`src/hw/rtl/lsws_pkg.sv`:
```
// ----------------------------------------------------------------------------
// lsws_pkg: shared types and constants for the LIFO stack with search
// Request and result word layouts, request kinds and controller states.
// ----------------------------------------------------------------------------
package lsws_pkg;

  // Defaults for the top-level parameters
  localparam int unsigned DepthDef    = 16;
  localparam int unsigned WordBitsDef = 32;

  // Fixed field widths of the request and result words
  localparam int unsigned ValueBits   = 32;
  localparam int unsigned PosBits     = 4;
  localparam int unsigned EntriesBits = 5;

  typedef enum logic [1:0] {
    KIND_PUSH   = 2'd0,
    KIND_POP    = 2'd1,
    KIND_PEEK   = 2'd2,
    KIND_SEARCH = 2'd3
  } kind_e;

  typedef enum logic [2:0] {
    ST_IDLE   = 3'b001,
    ST_READ   = 3'b010,
    ST_SEARCH = 3'b100
  } state_e;

  typedef struct packed {
    kind_e                kind;
    logic [ValueBits-1:0] value;
  } in_word_t;

  typedef struct packed {
    logic [ValueBits-1:0]   data_out;
    logic [PosBits-1:0]     position;
    logic                   found;
    logic                   was_empty;
    logic                   overflow;
    logic [EntriesBits-1:0] entries;
  } out_word_t;

endpackage

```
`src/hw/rtl/lifo_stack_with_search_core.sv`:
```
// ----------------------------------------------------------------------------
// lifo_stack_with_search_core: bounded LIFO stack with search
// Push, pop, peek and search-from-top over a DEPTH-entry word store.
// ----------------------------------------------------------------------------
// Each request word gives exactly one result word, carrying the entry count
// after the request. The entry memory has a single read port with registered
// read data. A push, or a pop/peek/search on an empty stack, is answered from
// idle; a pop or peek reads the top entry and answers from ST_READ; a search
// reads down from the top in ST_SEARCH until a hit or the last entry held.
// One request is in work at a time; the next is taken once the block is idle
// and the output register is empty or hands its word off in that same cycle,
// so a result held by out_stall_i also holds off the next request.
// A push to a full stack is dropped and flagged as overflow. Entry contents
// are not cleared at reset; only entries below the fill count are ever read.
module lifo_stack_with_search_core #(
  parameter int unsigned DEPTH     = lsws_pkg::DepthDef,
  parameter int unsigned WORD_BITS = lsws_pkg::WordBitsDef
) (
  input  logic                clk_i,
  input  logic                rst_ni,
  input  logic                in_valid_i,
  output logic                in_stall_o,
  input  lsws_pkg::in_word_t  in_word_i,
  output logic                out_valid_o,
  input  logic                out_stall_i,
  output lsws_pkg::out_word_t out_word_o
);
  import lsws_pkg::*;

  localparam int unsigned AW = $clog2(DEPTH);      // memory address bits
  localparam int unsigned CW = $clog2(DEPTH + 1);  // fill count bits

  state_e          state_q, state_d;
  logic [CW-1:0]   cnt_q, cnt_d;          // entries held
  logic [AW-1:0]   k_q, k_d;              // search: position now compared
  logic [WORD_BITS-1:0] key_q, key_d;     // search key

  logic                 mem_we, mem_re;
  logic [AW-1:0]        mem_waddr, mem_raddr;
  logic [WORD_BITS-1:0] mem_wdata, mem_rdata;

  out_word_t out_q, res;
  logic      out_valid_q, load_out;
  logic      out_free, accept;
  logic [WORD_BITS-1:0] in_word;
  logic      hit, last;

  // Fields wider than WORD_BITS are truncated, narrower ones zero-extended
  assign in_word  = WORD_BITS'(64'(in_word_i.value));

  // Output register may take a new result if empty or draining this cycle
  assign out_free   = !out_valid_q || !out_stall_i;
  assign in_stall_o = !((state_q == ST_IDLE) && out_free);
  assign accept     = in_valid_i && !in_stall_o;

  // Search compare on the word from the most recent read (position k_q)
  assign hit  = (mem_rdata == key_q);
  assign last = ((CW'(k_q) + CW'(1)) == cnt_q);

  always_comb begin
    state_d   = state_q;
    cnt_d     = cnt_q;
    k_d       = k_q;
    key_d     = key_q;
    mem_we    = 1'b0;
    mem_waddr = AW'(cnt_q);
    mem_wdata = in_word;
    mem_re    = 1'b0;
    mem_raddr = AW'(cnt_q - CW'(1));
    load_out  = 1'b0;
    res       = '0;

    unique case (state_q)
      ST_IDLE: begin
        if (accept) begin
          unique case (in_word_i.kind)
            KIND_PUSH: begin
              load_out = 1'b1;
              if (cnt_q == CW'(DEPTH)) begin
                res.overflow = 1'b1;
              end else begin
                mem_we = 1'b1;
                cnt_d  = cnt_q + CW'(1);
              end
            end
            KIND_POP, KIND_PEEK: begin
              if (cnt_q == '0) begin
                res.was_empty = 1'b1;
                load_out      = 1'b1;
              end else begin
                mem_re  = 1'b1;            // top entry
                state_d = ST_READ;
                if (in_word_i.kind == KIND_POP) begin
                  cnt_d = cnt_q - CW'(1);
                end
              end
            end
            KIND_SEARCH: begin
              key_d = in_word;
              if (cnt_q == '0) begin
                load_out = 1'b1;           // miss on empty stack
              end else begin
                mem_re  = 1'b1;            // start at the top
                k_d     = '0;
                state_d = ST_SEARCH;
              end
            end
            default: ;
          endcase
        end
      end

      ST_READ: begin
        // Read data holds until the next read, so waiting here is safe
        if (out_free) begin
          res.data_out = ValueBits'(64'(mem_rdata));
          load_out     = 1'b1;
          state_d      = ST_IDLE;
        end
      end

      ST_SEARCH: begin
        if (hit || last) begin
          if (out_free) begin
            res.found    = hit;
            res.position = hit ? PosBits'(32'(k_q)) : '0;
            load_out     = 1'b1;
            state_d      = ST_IDLE;
          end
        end else begin
          // Next entry down: address cnt - 1 - (k + 1)
          mem_re    = 1'b1;
          mem_raddr = AW'(cnt_q - CW'(k_q) - CW'(2));
          k_d       = k_q + AW'(1);
        end
      end

      default: state_d = ST_IDLE;
    endcase

    res.entries = EntriesBits'(32'(cnt_d));
  end

  // Write happens only on a push from idle, reads only on pop/peek/search,
  // so the two ports never touch the same entry in one cycle.
  lsws_mem #(
    .DEPTH     (DEPTH),
    .WORD_BITS (WORD_BITS)
  ) u_mem (
    .clk_i   (clk_i),
    .we_i    (mem_we),
    .waddr_i (mem_waddr),
    .wdata_i (mem_wdata),
    .re_i    (mem_re),
    .raddr_i (mem_raddr),
    .rdata_o (mem_rdata)
  );

  always_ff @(posedge clk_i or negedge rst_ni) begin
    if (!rst_ni) begin
      state_q     <= ST_IDLE;
      cnt_q       <= '0;
      out_valid_q <= 1'b0;
    end else begin
      state_q <= state_d;
      cnt_q   <= cnt_d;
      if (load_out) begin
        out_valid_q <= 1'b1;
      end else if (!out_stall_i) begin
        out_valid_q <= 1'b0;
      end
    end
  end

  always_ff @(posedge clk_i) begin
    k_q   <= k_d;
    key_q <= key_d;
    if (load_out) begin
      out_q <= res;
    end
  end

  assign out_valid_o = out_valid_q;
  assign out_word_o  = out_q;

endmodule

```
`src/hw/rtl/lsws_mem.sv`:
```
// ----------------------------------------------------------------------------
// lsws_mem: entry storage of the stack
// One write port, one read port, registered read data held between reads.
// ----------------------------------------------------------------------------
module lsws_mem #(
  parameter int unsigned DEPTH     = lsws_pkg::DepthDef,
  parameter int unsigned WORD_BITS = lsws_pkg::WordBitsDef
) (
  input  logic                         clk_i,
  input  logic                         we_i,
  input  logic [$clog2(DEPTH)-1:0]     waddr_i,
  input  logic [WORD_BITS-1:0]         wdata_i,
  input  logic                         re_i,
  input  logic [$clog2(DEPTH)-1:0]     raddr_i,
  output logic [WORD_BITS-1:0]         rdata_o
);
  import lsws_pkg::*;

  logic [WORD_BITS-1:0] mem_q [DEPTH];
  logic [WORD_BITS-1:0] rdata_q;

  always_ff @(posedge clk_i) begin
    if (we_i) begin
      mem_q[waddr_i] <= wdata_i;
    end
  end

  always_ff @(posedge clk_i) begin
    if (re_i) begin
      rdata_q <= mem_q[raddr_i];
    end
  end

  assign rdata_o = rdata_q;

endmodule

```
`config.mk`:
```
export PLATFORM = sky130hd
export DESIGN_NAME = lifo_stack_with_search_core
export DESIGN_NICKNAME = d
export VERILOG_FILES = /design/src/hw/rtl/lsws_pkg.sv /design/src/hw/rtl/lifo_stack_with_search_core.sv /design/src/hw/rtl/lsws_mem.sv
export SDC_FILE = /design/constraint.sdc
export NUM_CORES = 1
export LEC_CHECK = 0
export ABC_AREA = 1
export BUFFER_PORTS_ARGS = -buffer_cell sky130_fd_sc_hd__buf_2
export CAP_MARGIN = 20
export CORE_ASPECT_RATIO = 2
export CORE_MARGIN = 10
export CORE_UTILIZATION = 40
export DETAILED_ROUTE_END_ITERATION = 8
export SYNTH_ARGS = -nofsm -noshare
export SYNTH_HDL_FRONTEND = slang
export SYNTH_SLANG_ARGS = --single-unit
```
`constraint.sdc`:
```
create_clock -name clk_i -period 7.8 [get_ports clk_i]
set_input_delay 0.39 -clock clk_i [delete_from_list [all_inputs] [get_ports clk_i]]
set_output_delay 0.39 -clock clk_i [all_outputs]
set_load 0.02 [all_outputs]
```
== Word-level counts from Yosys, hierarchy flattened ==
Memory sizes are Yosys's and may differ from the RTL's. A register that Yosys moved wholly into a read port is not among the register bits.
Cells that the tools add are included.

* $add $sub $neg: 6
* Eq/ne operators: 18
* Multiplexer cells: 40
* Reduce and logical (&&, ||, !) cells: 20

{| class="wikitable"
|+ Operators with widths
! kind !! number
|-
| == test 32 bit || 1
|-
| 2-to-1 mux 5 bit || 5
|-
| 2-to-1 mux 4 bit || 6
|-
| 2-to-1 mux 1 bit || 17
|-
| 2-to-1 mux 3 bit || 5
|-
| AND reduction 3 bit || 4
|-
| one-hot mux 5 bit (2 select lines) || 1
|-
| AND reduction 5 bit || 2
|-
| one-hot mux 3 bit (3 select lines) || 1
|-
| != test 2 bit (second input constant) || 4
|-
| one-hot mux 4 bit (2 select lines) || 1
|-
| != test 3 bit (second input constant) || 2
|-
| one-hot mux 3 bit (2 select lines) || 1
|-
| adder 4 x 1 -> 5 bit (second input constant) || 1
|-
| adder 5 x 1 -> 5 bit (second input constant) || 1
|-
| == test 5 bit || 1
|-
| == test 5 bit (second input constant) || 1
|-
| logical NOT 5 bit || 1
|-
| subtractor 5 x 1 -> 5 bit (second input constant) || 1
|-
| adder 4 x 1 -> 4 bit (second input constant) || 1
|-
| == test 2 bit (second input constant) || 2
|-
| != test 2 x 1 -> 1 bit (second input constant) || 2
|-
| one-hot mux 1 bit (2 select lines) || 2
|-
| AND reduction 4 bit || 1
|-
| 16 further kinds || 20
|}

* Register bits: 89
* Memory bits (writable): 512
* Output and inout port bits: 46
* Memories kept: 1

{| class="wikitable"
|+ Memories
! memory !! words !! bits a word !! read ports !! clocked after Yosys merged registers in !! write ports !! line !! RTL
|-
| u_mem.mem_q || 16 || 32 || 1 || 1 || 1 || lsws_mem.sv:19 || <nowiki>logic [WORD_BITS-1:0] mem_q [DEPTH];</nowiki>
|}

== Longest topological paths before layout ==
* Depth in word-level cells: 8
* Mapped depth: 18
* Gate-level depth less buffers: 17

== Hierarchy ==
From an unflattened synthesis, not the netlist that was laid out.

* Cells, all modules: 2525
* Area total of the unflattened synthesis: 27264.9 µm²

{| class="wikitable"
|+ By module, submodules not included
! module !! times used !! cells each !! area an instance (µm²)
|-
| lsws_mem || 1 || 2120 || 23050.9
|-
| lifo_stack_with_search_core || 1 || 405 || 4214.0
|}

== Least setup slack after synthesis ==
No wires, ideal clock.

* Path type: reg-to-reg
* Start point: reg cnt_q[0]
* End point: mem u_mem.mem_q[3][0] in the netlist's numbering, enable pin
* Setup time: 0.461 ns
* Data arrival time: 3.817 ns
* Required time: 7.339 ns
* Path slack: 3.522 ns
* Cell stages (with the launch flop): 11
* Clock period less this slack: 4.278 ns
* Cells stage by stage: dfrtp_1 clkbuf_1 inv_1 ha_1 nand2_1 nor2_1 inv_1 nand2_1 nor2_1 inv_1 nor3_1

* Cells in the longest elaborated chain, start to end: 7

{| class="wikitable"
|+ RTL lines
! item !! line !! RTL
|-
| start: declaration || lifo_stack_with_search_core.sv:34 || <nowiki>logic [CW-1:0] cnt_q, cnt_d;</nowiki>
|-
| start signal: assignment || lifo_stack_with_search_core.sv:166 || <nowiki>cnt_q <= cnt_d;</nowiki>
|-
| == test 5 bit || lifo_stack_with_search_core.sv:79 || <nowiki>if (cnt_q == CW'(DEPTH)) begin</nowiki>
|-
| 2-to-1 mux 1 bit || lifo_stack_with_search_core.sv:79 ||
|-
| 2-to-1 mux 1 bit || lifo_stack_with_search_core.sv:76 || <nowiki>unique case (in_word_i.kind)</nowiki>
|-
| 2-to-1 mux 1 bit || lifo_stack_with_search_core.sv:75 || <nowiki>if (accept) begin</nowiki>
|-
| 2-to-1 mux 1 bit || lifo_stack_with_search_core.sv:73 || <nowiki>unique case (state_q)</nowiki>
|-
| 2-to-1 mux 1 bit || lsws_mem.sv:23 || <nowiki>if (we_i) begin</nowiki>
|-
| 2-to-1 mux 1 bit (not written as such) || lsws_mem.sv:24 || <nowiki>mem_q[waddr_i] <= wdata_i;</nowiki>
|-
| end: declaration || lsws_mem.sv:19 ||
|}

Several ways; a longest one is shown, not always the timed one.

== Final worst setup path ==
* Start point: reg cnt_q[0]
* End point: reg u_mem.rdata_q[23], in the netlist u_mem.rdata_o[23], read port of u_mem.mem_q (data pin)

* Cells in the longest elaborated chain, start to end: 5

{| class="wikitable"
|+ RTL lines
! item !! line !! RTL
|-
| parallel branches: the longest is 5 deep, another holds subtractor 4 bit || -- ||
|-
| end: declaration || lsws_mem.sv:20 || <nowiki>logic [WORD_BITS-1:0] rdata_q;</nowiki>
|}

Parallel ways; which one is timed is not known.
A chain may end at the register's enable or synchronous reset.

==> summary.md <==
| Metric | Value |
|---|---|
| Vias | 18,011 |
| Post-CTS Repair Setup Buffers | 0 |
| Global route total overflow | 0 |
| Max frequency | around 210 MHz |
| CTS buffer count | 53 |
| Synthesized netlist cell count | between 2,000 and 2,500 |
| Synth warn | 0 |
| Layout cells sized above 1 | between 8 and 9% |
| Starting Density | between 40 and 50% |
| Drt initial violations | about 1,500 |
| Slew Limit Fails | 0 |
| Clock Tree Buf Depth | 3 |
| Gr usage total | about 18% |
| TritonCTS clock tree | done |
| Layout Nets | about 2,600 |
| Sequential share of power | between 30% and 40% |
| Most frequent cells after synthesis | 624 x edfxtp_1, 522 x nand3_1, 486 x inv_1, 455 x nand2_1, 96 x nand3b_1 |
| Number of global-route vias before repair | around 18,000 |
| Setup crit end kind | flop |
| WL/cell | about 21 um |
| Max-slew headroom at the worst pin | 27.8% |
| Logic pwr share | 39.9% |
| # IOs | 84 |
| Main flop type after synthesis | edfxtp_1 |
| Crit path launch type | flop |
| Sequential area share after synthesis | between 60 and 70% |
| Number of fill cells | about 6,200 |
| # diodes | 0 |
| Psw | 4.73 mW |
| Area Growth Syn to Fin | 11.6% |
| Crit Path Class | reg -> reg |
| GRT Max-Usage Layer | met2 |
| CTS root buf | clkbuf_16 |
| Syn Area/Cell | between 10 and 15 um^2 |
| Max Cap Viol | 0 |
| Reg-to-reg slack, setup | 3.08 ns |
| PD cells | 383 nW/um^2 |
| Crit path max fanout | 135 |
| DRC violations left | 0 |
| # H-tree levels | 2 |
| Initial antenna violation count | 4 |
| HP Class | in -> async |
| RSZ-0062 raised after global routing | no |
| Grt met3 use | under 10% |
| Syn Std Cell Area | about 28,000 um^2 |
| Worst Path Arrival | ~5.1 ns |
| Sw frac | approximately 40% |
| GR met1 Demand/Resource | approximately a fifth |
| Fin. Hold Viols | 0 |
| Register bit total from synthesis | around 630 |
| Final period util | about three fifths |
| Final setup vio count | 0 |
| Final ANT Viol Nets | 0 |
| Net Count, Synth | ~2,500 |
| Leading area contributor after synthesis | edfxtp_1 |
| Sink Count | around 630 |
| Total Die Area | 80,500 um^2 |
| Top cells by area, synth | edfxtp_1 68%, nand3_1 9.5%, inv_1 6.6%, nand2_1 6.2%, nand3b_1 2.6% |
| Met2 global-route usage | around a third |
| Sum Neg Setup Slack | 0 ns |
| Outcome | finished clean |
| Crit path time final | ~4.7 ns |
| Max VDD drop | 0.627 mV |
| Via/cell ratio | 5.18 |
| Reg clk slew, reported paths | 0.07 ns |
| Register area | around 19,000 um^2 |
| WL final | 74,200 um |
| PostCTS Resize Cnt | 0 |
| Die height | about 400 um |
| Netlist cell types | 38 |
| Clk Latency, worst-skew pair | slightly above 0.6 ns |
| Core ar. | a little under 70,000 um^2 |
| Multi-input gate area | 6340 um^2 |
| Largest net degree at the start of global routing | around 140 |
| Slew @ Worst Pin | approximately 1.1 ns |
| Die width | 206 um |
| Clock group share of total power | approximately a quarter |
| First-pass GRT wire length | ~110,000 um |
| Gpl congestion | 0.827 |
| Required @ worst endpoint | 8.15 ns |
| Final HPWL DP | 38,900 um |
| Cts hold-fix bufs | 1 |
| Yosys top cell area share | between 60% and 70% |
| Drt pass-1 iters | 7 |
| Port Buffer Count | a little over 80 |
| Leak pwr | 12.5 nW |
| Async set-reset flop share out of synthesis | around 1.4% |
| Tot Pwr | between 10 and 15 mW |
| P_int | 7.04 mW |
| Site Rows | around 140 |
| Post-synth EDFFs | 624 |
| Fin Clk Skew | about 0.029 ns |
| Most common cell in the netlist | edfxtp_1 |
cells by family (layout without fill, tap and decap cells):
logic type | Yosys count | in the layout | synth area share, %
buffers and inverters | 612 | 703 | 8.94
AND/OR/NAND/NOR | 1169 | 1169 | 19.9
flip-flops | 633 | 633 | 68.8
XOR/XNOR | 36 | 36 | 1.17
adder cells (fa/ha/maj) | 13 | 13 | 0.617
AO/OA/AOI/OAI | 26 | 26 | 0.613
cell type report:
class,instances,share of cell area [%]
Inverter,488,5.96
Tap cell,897,3.65
Clock inverter,36,1.42
Clock buffer,62,4.42
Timing Repair Buffer,117,2.29
Sequential cell,633,61.6
Multi-Input combinational cell,1244,20.6
through the flow:
stage          setup WS (ns)  util (%)  std cells  instance area (um^2)  hold WS, ns
4_1_cts                 2.78      44.8       3476                 30700        0.137
3_5_place_dp            2.82      42.2       3377                 28900        0.261
3_3_place_gp            2.86      42.2       3377                 28900        0.259
5_1_grt                 2.83      44.9       3477                 30800        0.174
2_1_floorplan           3.52         -       2489                 27600       0.0944
6_report                3.08      44.9       3477                 30800        0.159
worst max-delay path, stage by stage (launching register included):
cell,delay [ns]
dfrtp_1,0.55
inv_1,0.23
ha_1,0.37
a21oi_1,0.14
nand3_1,0.08
nand3b_2,0.30
nand3_4,0.24
nand2_4,0.31
nand2_8,0.81
buf_4,0.72
nand2_1,0.10
nand3_1,0.10
nand3_1,0.14
nand3_1,0.14
nand2_1,0.07
cell usage in the layout (no fill, tap or decap), drive strengths merged, types with 2 or more instances in the layout:
master      n
buf       116
nand3b     97
o31ai       2
xnor2      29
inv       490
a31oi       2
nand3     523
xor2        7
bufinv     10
nand4       4
edfxtp    624
clkinv     22
clkinvlp    2
dfrtp       8
nor3       10
o21ai      10
clkbuf     62
nand2     459
nor2       76
a21oi       5
ha         12
worst paths after layout:
path                                        start                 to  depth (start not counted)
max in group asynchronous                  rst_ni         state_q[0]                          2
worst max register to register           cnt_q[0]  u_mem.rdata_o[23]                         14
min in group clk_i                   in_word_i[3]  u_mem.mem_q[8][3]                          1
worst min register to register  u_mem.rdata_o[31]     out_word_o[43]                          2
worst min-delay path                       rst_ni           cnt_q[1]                          2
worst max-delay path                     cnt_q[0]  u_mem.rdata_o[23]                         14
sequential cells by signal, summed over array words and instances, names as in the netlist:
register,flops
u_mem.rdata_o,32
key_q,32
u_mem.mem_q,512
out_valid_o,1
k_q,4
out_word_o,44
state_q,3
cnt_q,5
power by group through the flow:
stage | Sequential, mW | Clock, mW | Combinational, mW
floorplan | 4.36 | 0 | 3.21
detailed placement | 4.35 | 0 | 4.72
global placement | 4.34 | 0 | 4.67
CTS | 4.28 | 2.86 | 4.74
finish | 4.27 | 2.81 | 4.70
global route | 4.29 | 2.96 | 5.18
per-layer routing:
layer	vias to the layer above	wire length, um
met5	-	47
met4	6	3460
met3	189	4250
met2	596	38900
met1	8886	27600
li1	8334	-
(Power assumes the default switching activity.)
